`config.mk`:
```
export PLATFORM = sky130hd
export DESIGN_NAME = priority_ready_queue_with_timed_wakeup
export DESIGN_NICKNAME = d
export VERILOG_FILES = /design/src/hw/rtl/prq_pkg.sv /design/src/hw/rtl/prq_dp.sv /design/src/hw/rtl/prq_ctrl.sv /design/src/hw/rtl/priority_ready_queue_with_timed_wakeup.sv
export SDC_FILE = /design/constraint.sdc
export NUM_CORES = 2
export LEC_CHECK = 0
export BUFFER_PORTS_ARGS = -buffer_cell sky130_fd_sc_hd__buf_2
export CAP_MARGIN = 20
export CORE_ASPECT_RATIO = 0.8
export CORE_MARGIN = 1.5
export CORE_UTILIZATION = 59
export CTS_CLUSTER_DIAMETER = 100
export DETAILED_ROUTE_END_ITERATION = 10
export PLACE_DENSITY = 0.76
export REMOVE_ABC_BUFFERS = 1
export SLEW_MARGIN = 20
export SYNTH_ARGS = -nofsm -noshare
export SYNTH_HDL_FRONTEND = slang
export SYNTH_SLANG_ARGS = --single-unit
```
`constraint.sdc`:
```
create_clock -name clk -period 15.1 [get_ports clk]
set_input_delay 2.265 -clock clk [delete_from_list [all_inputs] [get_ports clk]]
set_output_delay 2.265 -clock clk [all_outputs]
set_load 0.03 [all_outputs]
```
`src/hw/rtl/prq_pkg.sv`:
```
package prq_pkg;

	localparam logic [63:0] DUE_NOW_INTERVAL = 64'd1000;

	localparam logic [1:0] KIND_READY  = 2'd0;
	localparam logic [1:0] KIND_REMOVE = 2'd1;
	localparam logic [1:0] KIND_BLOCK  = 2'd2;
	localparam logic [1:0] KIND_CHECK  = 2'd3;

	localparam logic [1:0] ST_OK       = 2'd0;
	localparam logic [1:0] ST_BAD_PRIO = 2'd1;
	localparam logic [1:0] ST_NO_TIMER = 2'd2;

	typedef struct packed {
		logic [1:0]  kind;
		logic [3:0]  task_id;
		logic [4:0]  priority_req;
		logic [63:0] now_ns;
		logic [63:0] delay_ns;
	} item_t;

	typedef struct packed {
		logic        next_valid;
		logic [3:0]  head_task;
		logic        timer_pending;
		logic [63:0] timer_interval_ns;
		logic [4:0]  woken_count;
		logic [1:0]  status;
	} result_t;

	typedef enum logic [3:0] {
		OP_NONE,
		OP_LOAD,
		OP_APPEND,
		OP_RM_HEAD,
		OP_RM_WALK,
		OP_TM_ARM,
		OP_TM_POS,
		OP_TM_WALK,
		OP_EXP_CHK,
		OP_EXP_APP,
		OP_RESULT
	} op_t;

	typedef struct packed {
		op_t op;
	} cmd_t;

	typedef struct packed {
		logic [1:0] kind;
		logic       task_ok;
		logic       delay_nz;
		logic       rm_walk;
		logic       rm_done;
		logic       free_found;
		logic       count_zero;
		logic       pos_first;
		logic       walk_more;
		logic       exp_due;
	} stat_t;

endpackage

```
`src/hw/rtl/prq_dp.sv`:
```
module prq_dp #(
	parameter int TASK_SLOTS      = 16,
	parameter int PRIORITY_LEVELS = 32
) (
	input  logic             clk,
	input  logic             arst_n,
	input  prq_pkg::item_t   item,
	input  prq_pkg::cmd_t    cmd,
	output prq_pkg::stat_t   stat,
	output prq_pkg::result_t result
);

	localparam int TW = $clog2(TASK_SLOTS);
	localparam int LW = (PRIORITY_LEVELS > 2) ? $clog2(PRIORITY_LEVELS) : 1;
	localparam int CW = $clog2(TASK_SLOTS + 1);

	// control state
	logic [PRIORITY_LEVELS-1:0] mask_q;
	logic [TASK_SLOTS-1:0]      queued_q;
	logic [TASK_SLOTS-1:0]      used_q;
	logic [CW-1:0]              count_q;

	// payload stores
	logic [TW-1:0] head_q  [PRIORITY_LEVELS];
	logic [TW-1:0] tail_q  [PRIORITY_LEVELS];
	logic [TW-1:0] rlink_q [TASK_SLOTS];
	logic [LW-1:0] level_q [TASK_SLOTS];
	logic [63:0]   due_q   [TASK_SLOTS];
	logic [TW-1:0] owner_q [TASK_SLOTS];
	logic [TW-1:0] tlink_q [TASK_SLOTS];
	logic [TW-1:0] first_q;

	// item registers and walk pointers
	logic [1:0]    kind_q;
	logic [TW-1:0] t_q;
	logic          task_ok_q;
	logic [4:0]    prio_q;
	logic [63:0]   now_q;
	logic [63:0]   delay_q;
	logic [1:0]    status_q;
	logic [CW-1:0] woken_q;
	logic [LW-1:0] lvl_q;
	logic [TW-1:0] prev_q;
	logic [CW-1:0] n_q;
	logic [TW-1:0] s_q;
	logic [63:0]   due_s_q;
	logic [TW-1:0] cur_q;
	logic [CW-1:0] k_q;
	logic [TW-1:0] own_q;
	prq_pkg::result_t result_q;

	logic          prio_bad;
	logic [LW-1:0] lvl_t;
	logic [TW-1:0] nxt;
	logic [TW-1:0] free_s;
	logic          free_found;
	logic [TW-1:0] nl;
	logic          app_en;
	logic [TW-1:0] app_t;
	logic [LW-1:0] app_lvl;
	logic [LW-1:0] best_lvl;
	logic [63:0]   first_due;

	assign prio_bad  = 32'(prio_q) >= PRIORITY_LEVELS;
	assign lvl_t     = level_q[t_q];
	assign nxt       = rlink_q[prev_q];
	assign nl        = tlink_q[cur_q];
	assign first_due = due_q[first_q];

	always_comb begin
		free_s     = '0;
		free_found = 1'b0;
		for (int i = TASK_SLOTS - 1; i >= 0; i--) begin
			if (!used_q[i]) begin
				free_s     = TW'(i);
				free_found = 1'b1;
			end
		end
	end

	always_comb begin
		best_lvl = '0;
		for (int i = PRIORITY_LEVELS - 1; i >= 0; i--) begin
			if (mask_q[i]) begin
				best_lvl = LW'(i);
			end
		end
	end

	always_comb begin
		app_en  = 1'b0;
		app_t   = t_q;
		app_lvl = LW'(prio_q);
		if (cmd.op == prq_pkg::OP_APPEND) begin
			app_en = !prio_bad && task_ok_q && !queued_q[t_q];
		end else if (cmd.op == prq_pkg::OP_EXP_APP) begin
			app_en  = !queued_q[own_q];
			app_t   = own_q;
			app_lvl = level_q[own_q];
		end
	end

	always_comb begin
		stat.kind       = kind_q;
		stat.task_ok    = task_ok_q;
		stat.delay_nz   = |delay_q;
		stat.rm_walk    = queued_q[t_q] && mask_q[lvl_t] && (head_q[lvl_t] != t_q);
		stat.rm_done    = (prev_q == tail_q[lvl_q]) || (nxt == t_q)
			|| (n_q == CW'(TASK_SLOTS - 1));
		stat.free_found = free_found;
		stat.count_zero = (count_q == '0);
		stat.pos_first  = due_s_q < first_due;
		stat.walk_more  = (k_q < count_q) && (due_q[nl] <= due_s_q);
		stat.exp_due    = (count_q != '0) && (first_due <= now_q);
	end

	// control state with reset
	always_ff @(posedge clk or negedge arst_n) begin
		if (!arst_n) begin
			mask_q   <= '0;
			queued_q <= '0;
			used_q   <= '0;
			count_q  <= '0;
		end else begin
			unique case (cmd.op)
				prq_pkg::OP_RM_HEAD: begin
					if (queued_q[t_q]) begin
						queued_q[t_q] <= 1'b0;
						if (mask_q[lvl_t] && head_q[lvl_t] == t_q && tail_q[lvl_t] == t_q) begin
							mask_q[lvl_t] <= 1'b0;
						end
					end
				end
				prq_pkg::OP_TM_ARM: begin
					if (free_found) begin
						used_q[free_s] <= 1'b1;
						if (count_q == '0) begin
							count_q <= count_q + 1'b1;
						end
					end
				end
				prq_pkg::OP_TM_POS: begin
					if (stat.pos_first) begin
						count_q <= count_q + 1'b1;
					end
				end
				prq_pkg::OP_TM_WALK: begin
					if (!stat.walk_more) begin
						count_q <= count_q + 1'b1;
					end
				end
				prq_pkg::OP_EXP_CHK: begin
					if (stat.exp_due) begin
						used_q[first_q] <= 1'b0;
						count_q         <= count_q - 1'b1;
					end
				end
				default: begin
				end
			endcase
			if (app_en) begin
				mask_q[app_lvl] <= 1'b1;
				queued_q[app_t] <= 1'b1;
			end
		end
	end

	// payload stores and item registers
	always_ff @(posedge clk) begin
		unique case (cmd.op)
			prq_pkg::OP_LOAD: begin
				kind_q    <= item.kind;
				t_q       <= TW'(item.task_id);
				task_ok_q <= 32'(item.task_id) < TASK_SLOTS;
				prio_q    <= item.priority_req;
				now_q     <= item.now_ns;
				delay_q   <= item.delay_ns;
				status_q  <= prq_pkg::ST_OK;
				woken_q   <= '0;
			end
			prq_pkg::OP_APPEND: begin
				if (prio_bad) begin
					status_q <= prq_pkg::ST_BAD_PRIO;
				end
			end
			prq_pkg::OP_RM_HEAD: begin
				lvl_q  <= lvl_t;
				prev_q <= head_q[lvl_t];
				n_q    <= '0;
				if (queued_q[t_q] && mask_q[lvl_t] && head_q[lvl_t] == t_q
						&& tail_q[lvl_t] != t_q) begin
					head_q[lvl_t] <= rlink_q[t_q];
				end
			end
			prq_pkg::OP_RM_WALK: begin
				if (prev_q != tail_q[lvl_q] && nxt == t_q) begin
					rlink_q[prev_q] <= rlink_q[t_q];
					if (tail_q[lvl_q] == t_q) begin
						tail_q[lvl_q] <= prev_q;
					end
				end else begin
					prev_q <= nxt;
					n_q    <= n_q + 1'b1;
				end
			end
			prq_pkg::OP_TM_ARM: begin
				if (free_found) begin
					due_q[free_s]   <= now_q + delay_q;
					owner_q[free_s] <= t_q;
					due_s_q         <= now_q + delay_q;
					s_q             <= free_s;
					if (count_q == '0) begin
						first_q <= free_s;
					end
				end else begin
					status_q <= prq_pkg::ST_NO_TIMER;
				end
			end
			prq_pkg::OP_TM_POS: begin
				cur_q <= first_q;
				k_q   <= CW'(1);
				if (stat.pos_first) begin
					tlink_q[s_q] <= first_q;
					first_q      <= s_q;
				end
			end
			prq_pkg::OP_TM_WALK: begin
				if (stat.walk_more) begin
					cur_q <= nl;
					k_q   <= k_q + 1'b1;
				end else begin
					tlink_q[s_q]   <= nl;
					tlink_q[cur_q] <= s_q;
				end
			end
			prq_pkg::OP_EXP_CHK: begin
				own_q <= owner_q[first_q];
				if (stat.exp_due) begin
					first_q <= tlink_q[first_q];
				end
			end
			prq_pkg::OP_EXP_APP: begin
				if (app_en) begin
					woken_q <= woken_q + 1'b1;
				end
			end
			prq_pkg::OP_RESULT: begin
				result_q.next_valid        <= |mask_q;
				result_q.head_task         <= (|mask_q) ? 4'(head_q[best_lvl]) : 4'd0;
				result_q.timer_pending     <= count_q != '0;
				result_q.timer_interval_ns <= (count_q == '0) ? 64'd0
					: (first_due > now_q) ? first_due - now_q : prq_pkg::DUE_NOW_INTERVAL;
				result_q.woken_count       <= 5'(woken_q);
				result_q.status            <= status_q;
			end
			default: begin
			end
		endcase
		if (app_en) begin
			if (mask_q[app_lvl]) begin
				rlink_q[tail_q[app_lvl]] <= app_t;
			end else begin
				head_q[app_lvl] <= app_t;
			end
			tail_q[app_lvl] <= app_t;
			level_q[app_t]  <= app_lvl;
		end
	end

	assign result = result_q;

endmodule

```
`src/hw/rtl/prq_ctrl.sv`:
```
module prq_ctrl (
	input  logic           clk,
	input  logic           arst_n,
	input  logic           start,
	input  prq_pkg::stat_t stat,
	output prq_pkg::cmd_t  cmd,
	output logic           busy,
	output logic           done
);

	typedef enum logic [3:0] {
		S_IDLE, S_DISP, S_APP, S_RMH, S_RMW, S_ARM, S_POS, S_TWALK, S_EXPC, S_EXPA, S_RES
	} state_t;

	state_t state_q;
	logic   done_q;

	always_comb begin
		unique case (state_q)
			S_IDLE:  cmd.op = start ? prq_pkg::OP_LOAD : prq_pkg::OP_NONE;
			S_DISP:  cmd.op = prq_pkg::OP_NONE;
			S_APP:   cmd.op = prq_pkg::OP_APPEND;
			S_RMH:   cmd.op = prq_pkg::OP_RM_HEAD;
			S_RMW:   cmd.op = prq_pkg::OP_RM_WALK;
			S_ARM:   cmd.op = prq_pkg::OP_TM_ARM;
			S_POS:   cmd.op = prq_pkg::OP_TM_POS;
			S_TWALK: cmd.op = prq_pkg::OP_TM_WALK;
			S_EXPC:  cmd.op = prq_pkg::OP_EXP_CHK;
			S_EXPA:  cmd.op = prq_pkg::OP_EXP_APP;
			S_RES:   cmd.op = prq_pkg::OP_RESULT;
			default: cmd.op = prq_pkg::OP_NONE;
		endcase
	end

	assign busy = state_q != S_IDLE;
	assign done = done_q;

	always_ff @(posedge clk or negedge arst_n) begin
		if (!arst_n) begin
			state_q <= S_IDLE;
			done_q  <= 1'b0;
		end else begin
			done_q <= 1'b0;
			unique case (state_q)
				S_IDLE: begin
					if (start) state_q <= S_DISP;
				end
				S_DISP: begin
					unique case (stat.kind)
						prq_pkg::KIND_READY:  state_q <= S_APP;
						prq_pkg::KIND_REMOVE: state_q <= stat.task_ok ? S_RMH : S_RES;
						prq_pkg::KIND_BLOCK:
							state_q <= (stat.task_ok && stat.delay_nz) ? S_RMH : S_RES;
						default:              state_q <= S_EXPC;
					endcase
				end
				S_APP: state_q <= S_RES;
				S_RMH: begin
					if (stat.rm_walk) state_q <= S_RMW;
					else state_q <= (stat.kind == prq_pkg::KIND_BLOCK) ? S_ARM : S_RES;
				end
				S_RMW: begin
					if (stat.rm_done) begin
						state_q <= (stat.kind == prq_pkg::KIND_BLOCK) ? S_ARM : S_RES;
					end
				end
				S_ARM: state_q <= (stat.free_found && !stat.count_zero) ? S_POS : S_RES;
				S_POS: state_q <= stat.pos_first ? S_RES : S_TWALK;
				S_TWALK: begin
					if (!stat.walk_more) state_q <= S_RES;
				end
				S_EXPC: state_q <= stat.exp_due ? S_EXPA : S_RES;
				S_EXPA: state_q <= S_EXPC;
				S_RES: begin
					done_q  <= 1'b1;
					state_q <= S_IDLE;
				end
				default: state_q <= S_IDLE;
			endcase
		end
	end

endmodule

```
`src/hw/rtl/priority_ready_queue_with_timed_wakeup.sv`:
```
// channel | signals             | handshake
// --------+---------------------+-------------------------------
// item    | item (item_t)       | beat taken when start && !busy
// result  | result (result_t)   | one-cycle beat marked by done
//
// Make-ready appends the task directly. Remove walks the ready list node by node;
// block adds that walk, an arm step, a head test when other timers are armed
// and a walk over the timer list; a timer check tests and wakes expired timers
// one after another.
// Reset clears the ready mask, queued and timer-used flags and the timer count.
// done may show in the same cycle a new item is accepted; the receiver cannot stall.
module priority_ready_queue_with_timed_wakeup #(
	parameter int TASK_SLOTS      = 16,
	parameter int PRIORITY_LEVELS = 32
) (
	input  logic             clk,
	input  logic             arst_n,
	input  logic             start,
	output logic             busy,
	input  prq_pkg::item_t   item,
	output logic             done,
	output prq_pkg::result_t result
);

	prq_pkg::cmd_t  cmd;
	prq_pkg::stat_t stat;

	prq_ctrl u_ctrl (
		.clk    (clk),
		.arst_n (arst_n),
		.start  (start),
		.stat   (stat),
		.cmd    (cmd),
		.busy   (busy),
		.done   (done)
	);

	prq_dp #(
		.TASK_SLOTS      (TASK_SLOTS),
		.PRIORITY_LEVELS (PRIORITY_LEVELS)
	) u_dp (
		.clk    (clk),
		.arst_n (arst_n),
		.item   (item),
		.cmd    (cmd),
		.stat   (stat),
		.result (result)
	);

endmodule

```
Yosys cells after proc, flatten, opt, wreduce, memory -nomap -nowiden
Memories as Yosys holds them, arrays and structs flattened. A register that Yosys moved wholly into a read port is not among the register bits.
Index checks and enable logic that the tools add are counted.
- register bits: 388
- memory bits (writable): 1552
- bits of input ports: 142
- output and inout bits: 79
- word-level logic and storage cells: 344
- memories kept: 7
- $add $sub $neg: 7
- $lt $le $gt $ge: 18
- equality and inequality tests: 43
- mux-type cells: 182
- bitwise operators: 11
- reduce and logical (&&, ||, !) cells: 49
- memory list (name ; depth ; width ; read ports ; clocked after memory_dff ; write ports ; RTL line ; RTL):
    u_dp.due_q ; 16 ; 64 ; 2 ; 1 ; 1 ; prq_dp.sv:28 ; logic [63:0] due_q [TASK_SLOTS];
    u_dp.head_q ; 32 ; 4 ; 2 ; 1 ; 1 ; prq_dp.sv:24 ; logic [TW-1:0] head_q [PRIORITY_LEVELS];
    u_dp.tail_q ; 32 ; 4 ; 3 ; 1 ; 1 ; prq_dp.sv:25 ; logic [TW-1:0] tail_q [PRIORITY_LEVELS];
    u_dp.level_q ; 16 ; 5 ; 2 ; 1 ; 1 ; prq_dp.sv:27 ; logic [LW-1:0] level_q [TASK_SLOTS];
    u_dp.owner_q ; 16 ; 4 ; 1 ; 1 ; 1 ; prq_dp.sv:29 ; logic [TW-1:0] owner_q [TASK_SLOTS];
    u_dp.rlink_q ; 16 ; 4 ; 2 ; 2 ; 1 ; prq_dp.sv:26 ; logic [TW-1:0] rlink_q [TASK_SLOTS];
    +1 memories ; -- ; -- ; -- ; -- ; -- ; -- ;
- operator list (cell ; number):
    two-way mux 5 bit ; 45
    two-way mux 4 bit ; 43
    <= comparator 64 bit ; 2
    two-way mux 32 bit ; 4
    two-way mux 16 bit ; 5
    case mux 4 bit (10 select lines) ; 2
    adder 64 bit ; 1
    greater-than comparator 64 bit ; 1
    < comparator 64 bit ; 1
    OR reduction 64 bit ; 1
    subtractor 64 bit ; 1
    two-way mux 1 bit ; 60
    AND 16 bit ; 2
    AND 32 bit ; 1
    equality test 4 x 3 -> 1 bit (second input constant) ; 8
    inverter 16 bit ; 2
    inverter 32 bit ; 1
    bitwise OR 16 bit ; 2
    bitwise OR 32 bit ; 1
    case mux 16 bit (2 select lines) ; 1
    OR reduction 32 bit ; 1
    case mux 5 bit (2 select lines) ; 3
    < comparator 4 x 5 -> 1 bit (second input constant) ; 5
    equality test 4 bit (second input constant) ; 6
    43 further kinds ; 111

Depth between registers and ports, before layout
- word-level depth: 32
- depth in mapped cells: 26
- gate-level depth less buffers: 19

By module
A second synthesis with hierarchy kept.
- cell total of the unflattened synthesis: 6806
- area total of the unflattened synthesis: 101556.2 um^2
- by module, submodules not included (module ; instances ; cells an instance ; area an instance (um^2) ; sequential area each (um^2)):
    prq_dp ; 1 ; 6737 ; 101036.9 ; 58361.0
    prq_ctrl ; 1 ; 69 ; 519.2 ; 125.1

Worst setup path before layout
OpenSTA, ideal clock, no wires.
- kind: reg-to-reg
- start point: register with a tool-made name
- end point: memory u_dp.tlink_q[13][0] in the netlist's numbering, enable pin
- library setup time: 0.373 ns
- arrival: 6.443 ns
- data required time: 14.727 ns
- slack: 8.284 ns
- stages on the path, launching flop included: 26
- path buffers: 8
- clock period less this slack: 6.816 ns
- cell sequence: dfxtp_1 clkbuf_1 buf_1 mux4_2 mux4_2 clkbuf_1 clkbuf_1 clkbuf_1 clkbuf_1 mux4_2 mux2i_1 a21oi_1 ha_1 and3_1 nand4_1 nor4_1 nand4_1 nor2_1 a211oi_1 a21oi_1 o21ai_0 a21oi_1 clkbuf_1 a21oi_1 clkbuf_1 o31ai_1
- RTL lines (item ; RTL line ; RTL):
    end: declaration ; prq_dp.sv:30 ; logic [TW-1:0] tlink_q [TASK_SLOTS];

==> reports/results.ini <==
[setup_path]
r2r_slack_ns=5.57
crit_type=reg -> reg
worst_setup_path_end_kind=register
crit_path_start_kind=register
cp.arrival_ns=10.04
crit_fanout=34
cp.required_ns=15.61
r2r_cells=21
r2r-end=u_dp.tlink_q[1][1]
cp-endpoint=u_dp.tlink_q[1][1]

[power]
netSwitchingPower_mw=9.17
seq_power_share_pct=33.9
power.total_mw=23.1
combPwrFrac_pct=45.5
p_int_mw=13.9
switching_share_pct=39.8
power_leakage_nw=38.5
p_per_area_mw_per_mm2=208
ir_drop_uv=152
p_clk_share_pct=20.6

[synthesis]
synth_edf_count=1872
synth.avg_cell_area_um2=15.3
yosysTopAreaCell=edfxtp_1
yosys-top-cells-area=edfxtp_1 56%, mux4_2 17%, ha_1 3.3%
synth.top_cell.area_share_pct=55.8
synth.distinct_cells=100
ys_seq_area_share_pct=58.0
syn_inst=6572
synth_common_cells=1872 x edfxtp_1, 770 x mux4_2, 389 x nor2_1
yosysMostFrequentCell=edfxtp_1
synth_warnings=0
async_reset_ff_share_pct=3.76
synth_flop_cell=edfxtp_1
syn-cell-area_mm2=0.101
synth-seq-cells=1967

[timing]
hold_slack_ns=0.478
slew_headroom_pct=14.8
min_period_ns=9.53
hold_viol_final=0
tightest_slew_ns=1.27
post-route-period-util_pct=63.1
setup_ws_ns=5.57
setup-violations-final=0
max_freq_mhz=105
finClkSkew_ns=0.0463
rsz0062_at_grt=no
slew_viol_final=0

[cts]
postCtsHoldBufs=0
clk_latency_ns=0.85
cts_made_buffers=188
cts_tree=done
clock-root-buffer=clkbuf_16
cts.clk_slew.worst_paths_ns=0.07
cts_resized=0
cts.sinks=1967
cts_setup_buffers=0
clk_path_buf_depth=3
h-tree-depth=4

[die]
dieArea_mm2=0.173
rows=135
io_pins=221
core_area_mm2=0.169
start_util_pct=59.5
die_w_um=465
die_y_um=373

[placement]
gp_congestion=1.03
post-place-ws_ns=5.47
dp_hpwl_um=191000
port_buffers=219

[detailed_routing]
routed_wl_um=295000
drt_iter0_drc=11447
num_vias=66469
antenna_left=0
drc=26
vias_per_cell=7.23
wl_per_cell_um=32.1
firstDrtPassIters=11

[status]
violations=DRC
status=finished, violations left

[grt]
grt_first_pass_wirelength_um=431000
grt_util_met2_pct=48.5
grt_start_max_net_pins=102
overflow=0
antenna_found_initial=2
grt_pass1_vias=64018
met3_usage_pct=9.33
grt_usage_pct=33.8
use_met1_pct=50.5
busiest_layer=met1

[final_layout]
register_area_mm2=0.0585
nFillCells=11354
fin_nets=7189
final_layout_size_suffix_gt1_share_pct=23.6
multi_input_area_mm2=0.0401
area_growth_pct=10.1

[worst_hold_path]
hold_class=reg -> reg
hold_start=u_dp.count_q[4]

[run]
maxCapViolCount=0

==> worst max-delay path, cell delays in order (launching register included) <==
cell and delay [ns]:
dfxtp_1 0.83, mux4_2 0.37, mux4_4 0.72, buf_4 0.64
buf_4 0.69, mux4_2 0.59, nor2b_1 0.14, a211oi_1 0.22
a21oi_1 0.10, ha_1 0.35, and3_1 0.23, a221oi_1 0.41
nor2b_1 0.10, o21ai_0 0.18, a21oi_1 0.25, o41ai_1 0.65
a21oi_1 0.14, o21ai_0 0.80, a21oi_2 0.14, buf_4 0.28
a21oi_2 0.84, o31ai_1 0.36
==> power by group through the flow <==
stage	clock (mW)	sequential, mW	combinational (mW)
floorplan	0	8.19	7.04
global placement	0	7.92	9.84
detailed placement	0	7.93	10.1
CTS	4.77	7.82	10.2
global route	4.97	7.85	11.0
finish	4.76	7.82	10.5
==> how the worst min path moves through the flow <==
stage                            endpoint  slack [ns]  cells past startpoint
after detailed placement  u_dp.count_q[4]        0.47                      1
after global placement    u_dp.count_q[4]        0.46                      1
after CTS                 u_dp.count_q[4]        0.48                      1
final                     u_dp.count_q[4]        0.48                      1
after global routing      u_dp.count_q[4]        0.49                      1
after floorplan            u_dp.result[1]        0.40                      0
==> cells by family after synthesis <==
| family | Yosys count | synth area share [%] |
|---|---|---|
| flip-flops | 1967 | 58.0 |
| AND/OR/NAND/NOR | 1262 | 6.09 |
| multiplexers | 1166 | 21.5 |
| AO/OA/AOI/OAI | 1123 | 7.18 |
| buffers and inverters | 642 | 2.54 |
| adder cells (fa/ha/maj) | 268 | 3.35 |
| XOR/XNOR | 143 | 1.24 |
| other | 1 | 0.00372 |
==> state kept, by name (all words and copies together), names as in the netlist, 76 cells and up, named ones only <==
| signal | cells |
|---|---|
| u_dp.due_q | 1024 |
| u_dp.head_q | 128 |
| u_dp.tail_q | 128 |
| u_dp.level_q | 80 |
| u_dp.result | 76 |
==> stage by stage <==
| stage | instance area, µm² | TNS (ns) | instances | utilization (%) |
|---|---|---|---|---|
| after floorplan | 99300 | -70.32 | 6214 | - |
| after global placement | 105000 | 0 | 8845 | 61.8 |
| after detailed placement | 105000 | 0 | 8846 | 61.8 |
| after CTS | 111000 | 0 | 9186 | 65.4 |
| after global routing | 111000 | 0 | 9189 | 65.5 |
| final | 111000 | 0 | 9190 | 65.5 |
==> cells in the final DEF, fill, tap and decap left out, drive strengths merged, types with 13 or more instances in the layout <==
cell type,count
clkbuf,229
nor3,52
or2,16
mux2i,264
nand2b,49
xor2,60
inv,286
mux2,119
buf,375
nand4,65
a31oi,34
o21a,17
a32oi,17
o31ai,28
and3,26
dfxtp,21
dfrtp,74
mux4,783
nor2b,143
o41ai,13
o22ai,43
a21o,143
nand3,97
and4,21
ha,265
nor2,389
o21bai,17
and2,21
a21oi,326
clkinv,82
o21ai,212
a211oi,149
nand2,304
edfxtp,1872
bufinv,16
xnor2,83
a2111oi,18
nor4,33
==> cell type report <==
cell class | instances | area share (%)
tap | 2260 | 2.55
multi-input combinational | 3963 | 36.1
inverter | 284 | 0.967
clock buffer | 229 | 4.49
clock inverter | 111 | 0.991
antenna | 1 | 0.00226
sequential | 1967 | 52.7
timing repair buffer | 375 | 2.13
==> per-layer routing <==
metal / share of wire, % / vias up
met5: 0.0088 / -
met4: 3.7 / 4
met3: 14 / 743
met2: 44 / 5350
met1: 38 / 33502
li1: - / 26870
Note: power is estimated with default switching activity, not from simulation.
